`src/sv/pap_pkg.sv`:
```
// ----------------------------------------------------------------------------
// pap_pkg - polygon measure shared definitions
// Widths, multiplier operand codes and the controller/datapath interface.
// ----------------------------------------------------------------------------
package pap_pkg;

  localparam int COORD_BITS      = 16;
  localparam int PERIM_FRAC_BITS = 8;
  localparam int MAX_VERTICES    = 4096;

  localparam int OPND_W  = COORD_BITS + 1;
  localparam int PROD_W  = 2 * OPND_W;
  localparam int RAD_W   = 2 * COORD_BITS + 2;
  localparam int CROSS_W = 2 * COORD_BITS + 12;
  localparam int AREA_W  = 34;
  localparam int PERIM_W = 37;
  localparam int COUNT_W = 13;

  localparam int ROOT_STEPS = RAD_W / 2 + PERIM_FRAC_BITS;
  localparam int ROOT_W     = ROOT_STEPS;
  localparam int REM_W      = ROOT_W + 2;
  localparam int STEP_CNT_W = $clog2(ROOT_STEPS + 1);

  localparam logic [1:0] MUL_AXBY = 2'd0;
  localparam logic [1:0] MUL_AYBX = 2'd1;
  localparam logic [1:0] MUL_DXDX = 2'd2;
  localparam logic [1:0] MUL_DYDY = 2'd3;

  typedef struct packed {
    logic       load;
    logic       mul_en;
    logic [1:0] mul_sel;
    logic       close;
    logic       root_start;
    logic       perim_add;
    logic       emit;
  } pap_cmd_t;

  typedef struct packed {
    logic in_poly;
    logic last;
    logic root_busy;
  } pap_stat_t;

endpackage

```
`src/sv/pap_sqrt.sv`:
```
// ----------------------------------------------------------------------------
// pap_sqrt - iterative integer square root
// Digit-by-digit root of a radicand scaled by 4^PERIM_FRAC_BITS, one bit of
// root per cycle, truncated.
// ----------------------------------------------------------------------------
module pap_sqrt
  import pap_pkg::*;
(
  input  logic              clk,
  input  logic              rst_n,
  input  logic              start,
  input  logic [RAD_W-1:0]  rad,
  output logic              busy,
  output logic [ROOT_W-1:0] root
);

  logic                  busy_r, busy_nxt;
  logic [STEP_CNT_W-1:0] cnt_r, cnt_nxt;
  logic [RAD_W-1:0]      rad_r, rad_nxt;
  logic [REM_W-1:0]      rem_r, rem_nxt;
  logic [ROOT_W-1:0]     root_r, root_nxt;
  logic [REM_W-1:0]      rem_t;
  logic [REM_W-1:0]      trial;

  assign rem_t = {rem_r[REM_W-3:0], rad_r[RAD_W-1 -: 2]};
  assign trial = {root_r, 2'b01};

  always_comb begin
    busy_nxt = busy_r;
    cnt_nxt  = cnt_r;
    rad_nxt  = rad_r;
    rem_nxt  = rem_r;
    root_nxt = root_r;
    if (start) begin
      busy_nxt = 1'b1;
      cnt_nxt  = STEP_CNT_W'(ROOT_STEPS);
      rad_nxt  = rad;
      rem_nxt  = '0;
      root_nxt = '0;
    end else if (busy_r) begin
      rad_nxt = {rad_r[RAD_W-3:0], 2'b00};
      cnt_nxt = cnt_r - 1'b1;
      if (cnt_r == STEP_CNT_W'(1)) begin
        busy_nxt = 1'b0;
      end
      if (rem_t >= trial) begin
        rem_nxt  = rem_t - trial;
        root_nxt = {root_r[ROOT_W-2:0], 1'b1};
      end else begin
        rem_nxt  = rem_t;
        root_nxt = {root_r[ROOT_W-2:0], 1'b0};
      end
    end
  end

  always_ff @(posedge clk) begin
    if (!rst_n) begin
      busy_r <= 1'b0;
      cnt_r  <= '0;
    end else begin
      busy_r <= busy_nxt;
      cnt_r  <= cnt_nxt;
    end
    rad_r  <= rad_nxt;
    rem_r  <= rem_nxt;
    root_r <= root_nxt;
  end

  assign busy = busy_r;
  assign root = root_r;

endmodule

```
`src/sv/pap_dp.sv`:
```
// ----------------------------------------------------------------------------
// pap_dp - polygon measure datapath
// Vertex registers, shared multiplier, cross and perimeter sums, box, count
// and the result registers.
// ----------------------------------------------------------------------------
module pap_dp
  import pap_pkg::*;
(
  input  logic                         clk,
  input  logic                         rst_n,
  input  pap_cmd_t                     cmd,
  output pap_stat_t                    stat,
  input  logic signed [COORD_BITS-1:0] in_vx,
  input  logic signed [COORD_BITS-1:0] in_vy,
  input  logic                         in_last_vertex,
  output logic [AREA_W-1:0]            out_twice_area,
  output logic [PERIM_W-1:0]           out_perimeter_q8,
  output logic signed [COORD_BITS-1:0] out_box_min_x,
  output logic signed [COORD_BITS-1:0] out_box_max_x,
  output logic signed [COORD_BITS-1:0] out_box_min_y,
  output logic signed [COORD_BITS-1:0] out_box_max_y,
  output logic [COUNT_W-1:0]           out_vertex_total,
  output logic                         out_too_many
);

  logic                         in_poly_r;
  logic                         last_r;
  logic signed [COORD_BITS-1:0] cur_x_r, cur_y_r, first_x_r, first_y_r, prev_x_r, prev_y_r;
  logic signed [COORD_BITS-1:0] min_x_r, max_x_r, min_y_r, max_y_r;
  logic [COUNT_W-1:0]           count_r;
  logic                         over_r;
  logic [CROSS_W-1:0]           cross_r;
  logic [RAD_W-1:0]             rad_r;
  logic [PERIM_W-1:0]           perim_r;
  logic signed [PROD_W-1:0]     prod_r;
  logic                         prod_vld_r;
  logic [1:0]                   prod_sel_r;

  logic [AREA_W-1:0]            area_o_r;
  logic [PERIM_W-1:0]           perim_o_r;
  logic signed [COORD_BITS-1:0] min_x_o_r, max_x_o_r, min_y_o_r, max_y_o_r;
  logic [COUNT_W-1:0]           count_o_r;
  logic                         over_o_r;

  logic signed [OPND_W-1:0]     ax, ay, bx, by, dx, dy, opa, opb;
  logic [CROSS_W-1:0]           prod_ext;
  logic [ROOT_W-1:0]            root;
  logic                         root_busy;
  logic [PERIM_W:0]             perim_sum;
  logic [CROSS_W-1:0]           area_mag;
  logic [AREA_W-1:0]            area_sat;

  assign ax = cmd.close ? OPND_W'(cur_x_r) : OPND_W'(prev_x_r);
  assign ay = cmd.close ? OPND_W'(cur_y_r) : OPND_W'(prev_y_r);
  assign bx = cmd.close ? OPND_W'(first_x_r) : OPND_W'(cur_x_r);
  assign by = cmd.close ? OPND_W'(first_y_r) : OPND_W'(cur_y_r);
  assign dx = bx - ax;
  assign dy = by - ay;

  always_comb begin
    case (cmd.mul_sel)
      MUL_AXBY: begin
        opa = ax;
        opb = by;
      end
      MUL_AYBX: begin
        opa = ay;
        opb = bx;
      end
      MUL_DXDX: begin
        opa = dx;
        opb = dx;
      end
      default: begin
        opa = dy;
        opb = dy;
      end
    endcase
  end

  assign prod_ext  = CROSS_W'(prod_r);
  assign perim_sum = {1'b0, perim_r} + (PERIM_W + 1)'(root);
  assign area_mag  = cross_r[CROSS_W-1] ? (~cross_r + 1'b1) : cross_r;
  assign area_sat  = (|area_mag[CROSS_W-1:AREA_W]) ? '1 : area_mag[AREA_W-1:0];

  pap_sqrt u_sqrt (
    .clk   (clk),
    .rst_n (rst_n),
    .start (cmd.root_start),
    .rad   (rad_r),
    .busy  (root_busy),
    .root  (root)
  );

  always_ff @(posedge clk) begin
    if (!rst_n) begin
      in_poly_r  <= 1'b0;
      prod_vld_r <= 1'b0;
    end else begin
      prod_vld_r <= cmd.mul_en;
      if (cmd.load) begin
        in_poly_r <= 1'b1;
      end else if (cmd.emit) begin
        in_poly_r <= 1'b0;
      end
    end

    if (cmd.mul_en) begin
      prod_r     <= opa * opb;
      prod_sel_r <= cmd.mul_sel;
    end

    if (cmd.load) begin
      cur_x_r <= in_vx;
      cur_y_r <= in_vy;
      last_r  <= in_last_vertex;
      if (!in_poly_r) begin
        first_x_r <= in_vx;
        first_y_r <= in_vy;
        prev_x_r  <= in_vx;
        prev_y_r  <= in_vy;
        min_x_r   <= in_vx;
        max_x_r   <= in_vx;
        min_y_r   <= in_vy;
        max_y_r   <= in_vy;
        cross_r   <= '0;
        perim_r   <= '0;
        count_r   <= COUNT_W'(1);
        over_r    <= 1'b0;
      end else begin
        if (in_vx < min_x_r) min_x_r <= in_vx;
        if (in_vx > max_x_r) max_x_r <= in_vx;
        if (in_vy < min_y_r) min_y_r <= in_vy;
        if (in_vy > max_y_r) max_y_r <= in_vy;
        if (count_r < COUNT_W'(MAX_VERTICES)) begin
          count_r <= count_r + 1'b1;
        end else begin
          over_r <= 1'b1;
        end
      end
    end

    if (prod_vld_r) begin
      case (prod_sel_r)
        MUL_AXBY: cross_r <= cross_r + prod_ext;
        MUL_AYBX: cross_r <= cross_r - prod_ext;
        MUL_DXDX: rad_r   <= RAD_W'(prod_r);
        default:  rad_r   <= rad_r + RAD_W'(prod_r);
      endcase
    end

    if (cmd.perim_add) begin
      perim_r  <= perim_sum[PERIM_W] ? '1 : perim_sum[PERIM_W-1:0];
      prev_x_r <= cur_x_r;
      prev_y_r <= cur_y_r;
    end

    if (cmd.emit) begin
      area_o_r  <= area_sat;
      perim_o_r <= perim_r;
      min_x_o_r <= min_x_r;
      max_x_o_r <= max_x_r;
      min_y_o_r <= min_y_r;
      max_y_o_r <= max_y_r;
      count_o_r <= count_r;
      over_o_r  <= over_r;
    end
  end

  assign stat.in_poly   = in_poly_r;
  assign stat.last      = last_r;
  assign stat.root_busy = root_busy;

  assign out_twice_area   = area_o_r;
  assign out_perimeter_q8 = perim_o_r;
  assign out_box_min_x    = min_x_o_r;
  assign out_box_max_x    = max_x_o_r;
  assign out_box_min_y    = min_y_o_r;
  assign out_box_max_y    = max_y_o_r;
  assign out_vertex_total = count_o_r;
  assign out_too_many     = over_o_r;

endmodule

```
`src/sv/pap_ctrl.sv`:
```
// ----------------------------------------------------------------------------
// pap_ctrl - polygon measure controller
// Sequences each edge through the multiplier, the root unit and the
// perimeter add, and runs both handshakes.
// ----------------------------------------------------------------------------
module pap_ctrl
  import pap_pkg::*;
(
  input  logic      clk,
  input  logic      rst_n,
  input  logic      in_valid,
  output logic      in_ready,
  input  logic      in_last_vertex,
  output logic      out_valid,
  input  logic      out_ready,
  output pap_cmd_t  cmd,
  input  pap_stat_t stat
);

  localparam logic [3:0] S_IDLE = 4'd0;
  localparam logic [3:0] S_M0   = 4'd1;
  localparam logic [3:0] S_M1   = 4'd2;
  localparam logic [3:0] S_M2   = 4'd3;
  localparam logic [3:0] S_M3   = 4'd4;
  localparam logic [3:0] S_M4   = 4'd5;
  localparam logic [3:0] S_RS   = 4'd6;
  localparam logic [3:0] S_RT   = 4'd7;
  localparam logic [3:0] S_ADD  = 4'd8;
  localparam logic [3:0] S_OUT  = 4'd9;

  logic [3:0] state_r, state_nxt;
  logic       close_r, close_nxt;
  logic       out_valid_r, out_valid_nxt;

  always_comb begin
    state_nxt      = state_r;
    close_nxt      = close_r;
    cmd            = '0;
    cmd.close      = close_r;
    in_ready       = 1'b0;
    case (state_r)
      S_IDLE: begin
        in_ready = 1'b1;
        if (in_valid) begin
          cmd.load = 1'b1;
          if (stat.in_poly) begin
            state_nxt = S_M0;
            close_nxt = 1'b0;
          end else if (in_last_vertex) begin
            state_nxt = S_M0;
            close_nxt = 1'b1;
          end
        end
      end
      S_M0: begin
        cmd.mul_en  = 1'b1;
        cmd.mul_sel = MUL_AXBY;
        state_nxt   = S_M1;
      end
      S_M1: begin
        cmd.mul_en  = 1'b1;
        cmd.mul_sel = MUL_AYBX;
        state_nxt   = S_M2;
      end
      S_M2: begin
        cmd.mul_en  = 1'b1;
        cmd.mul_sel = MUL_DXDX;
        state_nxt   = S_M3;
      end
      S_M3: begin
        cmd.mul_en  = 1'b1;
        cmd.mul_sel = MUL_DYDY;
        state_nxt   = S_M4;
      end
      S_M4: begin
        state_nxt = S_RS;
      end
      S_RS: begin
        cmd.root_start = 1'b1;
        state_nxt      = S_RT;
      end
      S_RT: begin
        if (!stat.root_busy) begin
          state_nxt = S_ADD;
        end
      end
      S_ADD: begin
        cmd.perim_add = 1'b1;
        if (close_r) begin
          state_nxt = S_OUT;
        end else if (stat.last) begin
          state_nxt = S_M0;
          close_nxt = 1'b1;
        end else begin
          state_nxt = S_IDLE;
        end
      end
      S_OUT: begin
        if (!out_valid_r || out_ready) begin
          cmd.emit  = 1'b1;
          state_nxt = S_IDLE;
        end
      end
      default: begin
        state_nxt = S_IDLE;
      end
    endcase
  end

  always_comb begin
    out_valid_nxt = out_valid_r;
    if (out_valid_r && out_ready) begin
      out_valid_nxt = 1'b0;
    end
    if (cmd.emit) begin
      out_valid_nxt = 1'b1;
    end
  end

  always_ff @(posedge clk) begin
    if (!rst_n) begin
      state_r     <= S_IDLE;
      close_r     <= 1'b0;
      out_valid_r <= 1'b0;
    end else begin
      state_r     <= state_nxt;
      close_r     <= close_nxt;
      out_valid_r <= out_valid_nxt;
    end
  end

  assign out_valid = out_valid_r;

endmodule

```
`src/sv/polygon_area_perimeter_bbox.sv`:
```
// ----------------------------------------------------------------------------
// polygon_area_perimeter_bbox - closed polygon area, perimeter and box
// Vertices arrive one item each; the item flagged last closes the polygon
// and yields one result: twice the area, perimeter (8 fraction bits), box,
// vertex count and overflow flag.
// ----------------------------------------------------------------------------
// Sequence: an opening vertex is just registered. Every further vertex costs
// one edge, and the last vertex also the closing edge. An edge runs four
// products on the single shared multiplier, then the 25-step bit-serial
// square root, then the perimeter add; no vertex is taken while it runs. A
// lone vertex (opening and last at once) costs the closing edge alone. A
// closing vertex also waits while an earlier result is untaken. The result
// sits in an output register, so the next polygon is accepted while it waits.
module polygon_area_perimeter_bbox
  import pap_pkg::*;
(
  input  logic                         clk,
  input  logic                         rst_n,
  input  logic                         in_valid,
  output logic                         in_ready,
  input  logic signed [COORD_BITS-1:0] in_vx,
  input  logic signed [COORD_BITS-1:0] in_vy,
  input  logic                         in_last_vertex,
  output logic                         out_valid,
  input  logic                         out_ready,
  output logic [AREA_W-1:0]            out_twice_area,
  output logic [PERIM_W-1:0]           out_perimeter_q8,
  output logic signed [COORD_BITS-1:0] out_box_min_x,
  output logic signed [COORD_BITS-1:0] out_box_max_x,
  output logic signed [COORD_BITS-1:0] out_box_min_y,
  output logic signed [COORD_BITS-1:0] out_box_max_y,
  output logic [COUNT_W-1:0]           out_vertex_total,
  output logic                         out_too_many
);

  pap_cmd_t  cmd;
  pap_stat_t stat;

  pap_ctrl u_ctrl (
    .clk            (clk),
    .rst_n          (rst_n),
    .in_valid       (in_valid),
    .in_ready       (in_ready),
    .in_last_vertex (in_last_vertex),
    .out_valid      (out_valid),
    .out_ready      (out_ready),
    .cmd            (cmd),
    .stat           (stat)
  );

  pap_dp u_dp (
    .clk              (clk),
    .rst_n            (rst_n),
    .cmd              (cmd),
    .stat             (stat),
    .in_vx            (in_vx),
    .in_vy            (in_vy),
    .in_last_vertex   (in_last_vertex),
    .out_twice_area   (out_twice_area),
    .out_perimeter_q8 (out_perimeter_q8),
    .out_box_min_x    (out_box_min_x),
    .out_box_max_x    (out_box_max_x),
    .out_box_min_y    (out_box_min_y),
    .out_box_max_y    (out_box_max_y),
    .out_vertex_total (out_vertex_total),
    .out_too_many     (out_too_many)
  );

endmodule

```
`config.mk`:
```
export PLATFORM = sky130hd
export DESIGN_NAME = polygon_area_perimeter_bbox
export DESIGN_NICKNAME = d
export VERILOG_FILES = /design/src/sv/pap_pkg.sv /design/src/sv/pap_sqrt.sv /design/src/sv/pap_dp.sv /design/src/sv/pap_ctrl.sv /design/src/sv/polygon_area_perimeter_bbox.sv
export SDC_FILE = /design/constraint.sdc
export NUM_CORES = 2
export LEC_CHECK = 0
export BUFFER_PORTS_ARGS = -buffer_cell sky130_fd_sc_hd__buf_2
export CAP_MARGIN = 0
export CORE_MARGIN = 5
export CORE_UTILIZATION = 45
export DETAILED_ROUTE_END_ITERATION = 10
export GPL_ROUTABILITY_DRIVEN = 0
export PLACE_DENSITY_LB_ADDON = 0.1
export SLEW_MARGIN = 20
export SYNTH_ARGS = -nofsm -noshare
export SYNTH_HDL_FRONTEND = slang
export SYNTH_SLANG_ARGS = --single-unit
```
`constraint.sdc`:
```
create_clock -name clk -period 17.3 [get_ports clk]
set_clock_uncertainty 0.05 [all_clocks]
set_input_delay 1.73 -clock clk [delete_from_list [all_inputs] [get_ports clk]]
set_output_delay 1.73 -clock clk [all_outputs]
set_load 0.02 [all_outputs]
```
# After elaboration in Yosys (flattened, before gate mapping)
# Index checks and enable logic that the tools add are counted.
# W data, S select, Z words.
[totals]
register_bits = 573
latchBits = 0
mem_bits_rw = 0
mem_bits_ro = 0
elab_cells = 175
memories = 0
[classes]
add_sub_neg = 10
multipliers = 1
div_mod_pow = 0
order_cmp = 6
n_eq_ne = 25
shifts = 0
mux = 67
n_bitwise = 4
reduce_logical = 25
[ops]
columns = ["cell", "n"]
rows = [
  ["$mux W16", 14],
  ["$mux W44", 4],
  ["$mux W37", 4],
  ["$pmux W17 S3", 2],
  ["$pmux W44 S2", 1],
  ["$mux W17", 4],
  ["$mux W34", 2],
  ["$pmux W34 S2", 1],
  ["$add A44 B1 Y44 const B", 1],
  ["$add A44 B44 Y44", 1],
  ["$not A44 Y44", 1],
  ["$sub A44 B44 Y44", 1],
  ["$pmux W4 S10", 1],
  ["$add A37 B25 Y38", 1],
  ["$add A34 B34 Y34", 1],
  ["$mul A17 B17 Y34", 1],
  ["$sub A17 B17 Y17", 2],
  ["$gt A16 B16 Y1", 2],
  ["$lt A16 B16 Y1", 2],
  ["$ge A27 B27 Y1", 1],
  ["$mux W25", 1],
  ["$sub A25 B25 Y25", 1],
  ["$mux W4", 6],
  ["$mux W1", 22],
  ["other kinds (29)", 61],
]

# Longest topological paths before layout
[depth]
word_depth = 6
mapped_depth = 42
mapped_depth_nobuf = 36

# Modules after synthesis
# From an unflattened synthesis, not the netlist that was laid out.
[unflattened]
hier_cells = 4213
area_unflattened_um2 = 43738.2
[by_module_without_submodules]
columns = ["mod", "instances", "cells_each", "area_per_inst_um2", "seq_area_each_um2"]
rows = [
  ["pap_dp", 1, 3636, 38035.2, 13863.3],
  ["pap_sqrt", 1, 521, 5251.3, 2142.1],
  ["pap_ctrl", 1, 56, 451.7, 120.1],
]

# Worst setup path after synthesis
# No wires, ideal clock.
[synth_path]
path_type = "register to register"
start = "register u_ctrl.close_r"
end = "register u_dp.prod_r[33] (data pin)"
setup_ns = 0.260
arrival_time_ns = 10.220
required_ns = 16.990
setup_slack_ns = 6.770
path_stages_with_launch = 36
cell_sequence = "dfxtp_1 -> clkbuf_1 -> clkbuf_1 -> buf_1 -> buf_1 -> mux2i_1 -> ha_1 -> inv_1 -> fa_1 -> a21o_1 -> a21o_1 -> a2111oi_0 -> o21ai_0 -> and4_1 -> nor4_1 -> o211ai_1 -> a21oi_1 -> o21a_1 -> clkbuf_1 -> nand2_1 -> fa_1 -> fa_1 -> inv_1 -> fa_1 -> fa_1 -> fa_1 -> inv_1 -> fa_1 -> inv_1 -> ha_1 -> or3_1 -> a211oi_1 -> o21ai_0 -> a221o_1 -> a21oi_1 -> xnor2_1"
[synth_via]
elab_chain_cells = 4
[synth_lines]
columns = ["element", "line_no", "source"]
rows = [
  ["start, declared", "pap_ctrl.sv:32", "logic close_r, close_nxt;"],
  ["start signal, assigned", "pap_ctrl.sv:127", "close_r <= close_nxt;"],
  ["$mux W17 (on tied branches)", "--", ""],
  ["$sub A17 B17 Y17 (on tied branches)", "pap_dp.sv:58, pap_dp.sv:57", ""],
  ["$pmux W17 S3", "pap_dp.sv:61", "case (cmd.mul_sel)"],
  ["$mul A17 B17 Y34 *", "pap_dp.sv:109", "prod_r <= opa * opb;"],
  ["end signal, assigned", "pap_dp.sv:109", ""],
  ["end, declared", "pap_dp.sv:35", "logic signed [PROD_W-1:0] prod_r;"],
]
# Mark *: on every way between the ends. The rest lies on a longest branch, timed or not.
# A chain may end at the register's enable or synchronous reset.

# Worst setup path after layout
# Ends and elaborated chain as after synthesis.

==> metrics.txt <==
first-pass GRT wire length 177 mm; Rel. slew slack 0.278; total gr overflow 0; fin crit period 10.86 ns; vias in the first global route approximately 32000; Max Root-Sink Buffers 3; RR Endpoint u_dp.prod_r[33]; IO Pins 188; Max Clk Rate between 90 and 100 MHz; Clock Sinks 573; Core Box Area about 95000 µm²; post-route cell area 47900 µm²; die area between 100000 and 150000 µm²; TNS Setup 0 ns; R2R depth 34; Crit path largest cell delay approximately 0.69 ns; Starting Density 0.454; slowest stage cell, crit path a21oi_1; startpoint class of the critical path flop; Synth cell types 81; post-synth top area share 0.323; Rows approximately 110; worst path required time approximately 18 ns; initial antenna violation count 1; sequential-to-total area share from yosys stat 0.373; Syn Inst Count 4362; ys flop type edfxtp_1; CTS tree done; hold path start u_dp.over_r; Die Y 320 µm; commonest cells in the netlist nand2_1 (551), inv_1 (504), edfxtp_1 (465); syn_nets around 5000; detailed-route via count 31500; post-route ant nets 0; Arr. time, crit path ~11 ns; CP max FO 61; Inserted Clock Buffers 70; post_cts resized 0; hpwl dp about 83 mm; synthesized area around 43000 µm²; R2R Path Start u_ctrl.close_r; asr flop ratio synth 0; Ys Warns 0; Hold Path Class reg2reg; CTS root buffer clkbuf_16; post-synth top area cell edfxtp_1; layout cells sized above 1 0.0926; worst reg-to-reg setup slack 6.44 ns; final wirelength approximately 110 mm; total track usage 0.214; Worst Hold Path EP u_dp.out_too_many; area delta synth->final 10.9%; # hold bufs at CTS 0; area post-placement 45600 µm²; CP endpoint kind flop; crit path buf inv count 5; largest net degree at the start of global routing between 70 and 80; Tcrit/Tclk final 0.628; layout net count 5174; initial drt markers 2032; Crit Path Class reg2reg; clk_lat worst skew 0.66 ns; DR vias/cell roughly 5.4; status completed; DRC 0; fin util 0.504; Post-CTS Setup Bufs 0; top cells by area, synth edfxtp_1 (32%), fa_1 (14%), ha_1 (9.0%); Synth Register Bits 573; family with the most delay on the worst path adder cells; max-cap viol count 0; first-pass iteration count of the detailed router 6; most numerous cell in the Yosys netlist nand2_1; CTS H-Tree Depth 3; Post-synth EDFFs 465; Hold Vio Cnt, Final 0; clk slew on worst S/H paths 0.06 ns; Die Width 320 µm; IO buf count about 190; Max Slew Vio Count 0; RSZ-0062 raised after global routing no; Mean Syn Cell Area 9.90 µm²; final setup violation count 0; Slew @ Worst Pin 1.08 ns; cell mode on critical path fa_1; DR WL/cell 18.8 µm; hold path depth 0
per-stage QoR:
stage / cells / hold slack (ns) / setup WS, ns
2_1_floorplan: 4362 / 0.350 / 6.77
3_3_place_gp: 5717 / 0.358 / 6.84
3_5_place_dp: 5717 / 0.360 / 6.49
4_1_cts: 5845 / 0.373 / 6.46
5_1_grt: 5845 / 0.401 / 5.72
6_report: 5846 / 0.378 / 6.44
cell usage in the layout (no fill, tap or decap), drive strengths merged, types with 49 or more instances in the layout:
| cell | instances |
|---|---|
| nand2b | 66 |
| xnor2 | 126 |
| fa | 301 |
| dfxtp | 108 |
| o21a | 52 |
| xor2 | 108 |
| a21oi | 282 |
| nor2 | 297 |
| buf | 236 |
| nand2 | 551 |
| a21o | 99 |
| o21ai | 210 |
| nand3 | 58 |
| clkbuf | 90 |
| edfxtp | 465 |
| ha | 312 |
| nor3 | 53 |
| and2 | 49 |
| mux2i | 70 |
| inv | 510 |
flip-flops by register name (all words and copies together) (netlist names), 25 cells and up:
| name | count |
|---|---|
| u_dp.cross_r | 44 |
| u_dp.out_perimeter_q8 | 37 |
| u_dp.out_twice_area | 34 |
| u_dp.perim_r | 37 |
| u_dp.prod_r | 34 |
| u_dp.rad_r | 34 |
| u_dp.u_sqrt.rad_r | 34 |
| u_dp.u_sqrt.rem_r | 25 |
| u_dp.u_sqrt.root | 25 |
cell families after synthesis:
| family | Yosys count | synth area share |
|---|---|---|
| buf+inv | 651 | 0.0573 |
| simple gates | 1288 | 0.137 |
| flops | 573 | 0.373 |
| mux | 104 | 0.0251 |
| fa+ha+maj | 613 | 0.230 |
| compound gates | 899 | 0.130 |
| xor+xnor | 234 | 0.0474 |
per-layer routing:
layer  up-vias  GRT usage  wire [µm]
met4         0     0.0597       2610
met1     15300      0.300      51400
li1      15400          -          -
met2       651      0.352      51100
met3       162     0.0295       5010
met5         -          0          0
final cells by class:
type | count | area (µm²)
fill | 8764 | 47200
multi-input combinational | 3138 | 24700
sequential | 573 | 16100
inverter | 505 | 1900
clock buffer | 90 | 1880
tap | 1265 | 1580
timing repair buffer | 236 | 1300
clock inverter | 38 | 444
antenna | 1 | 2.50
how the worst max path moves through the flow:
| stage | slack (ns) | to | startpoint | cells after the start |
|---|---|---|---|---|
| after floorplan | 6.77 | u_dp.prod_r[33] | u_ctrl.close_r | 35 |
| after global placement | 6.84 | u_dp.prod_r[33] | u_ctrl.close_r | 31 |
| after detailed placement | 6.49 | u_dp.prod_r[33] | u_ctrl.close_r | 34 |
| after CTS | 6.46 | u_dp.prod_r[33] | u_ctrl.close_r | 34 |
| after global routing | 5.72 | u_dp.prod_r[33] | u_ctrl.close_r | 34 |
| final | 6.44 | u_dp.prod_r[33] | u_ctrl.close_r | 34 |
Power is not shown: default switching activity piles up to over one toggle a cycle in this logic, so the estimate is an artifact.
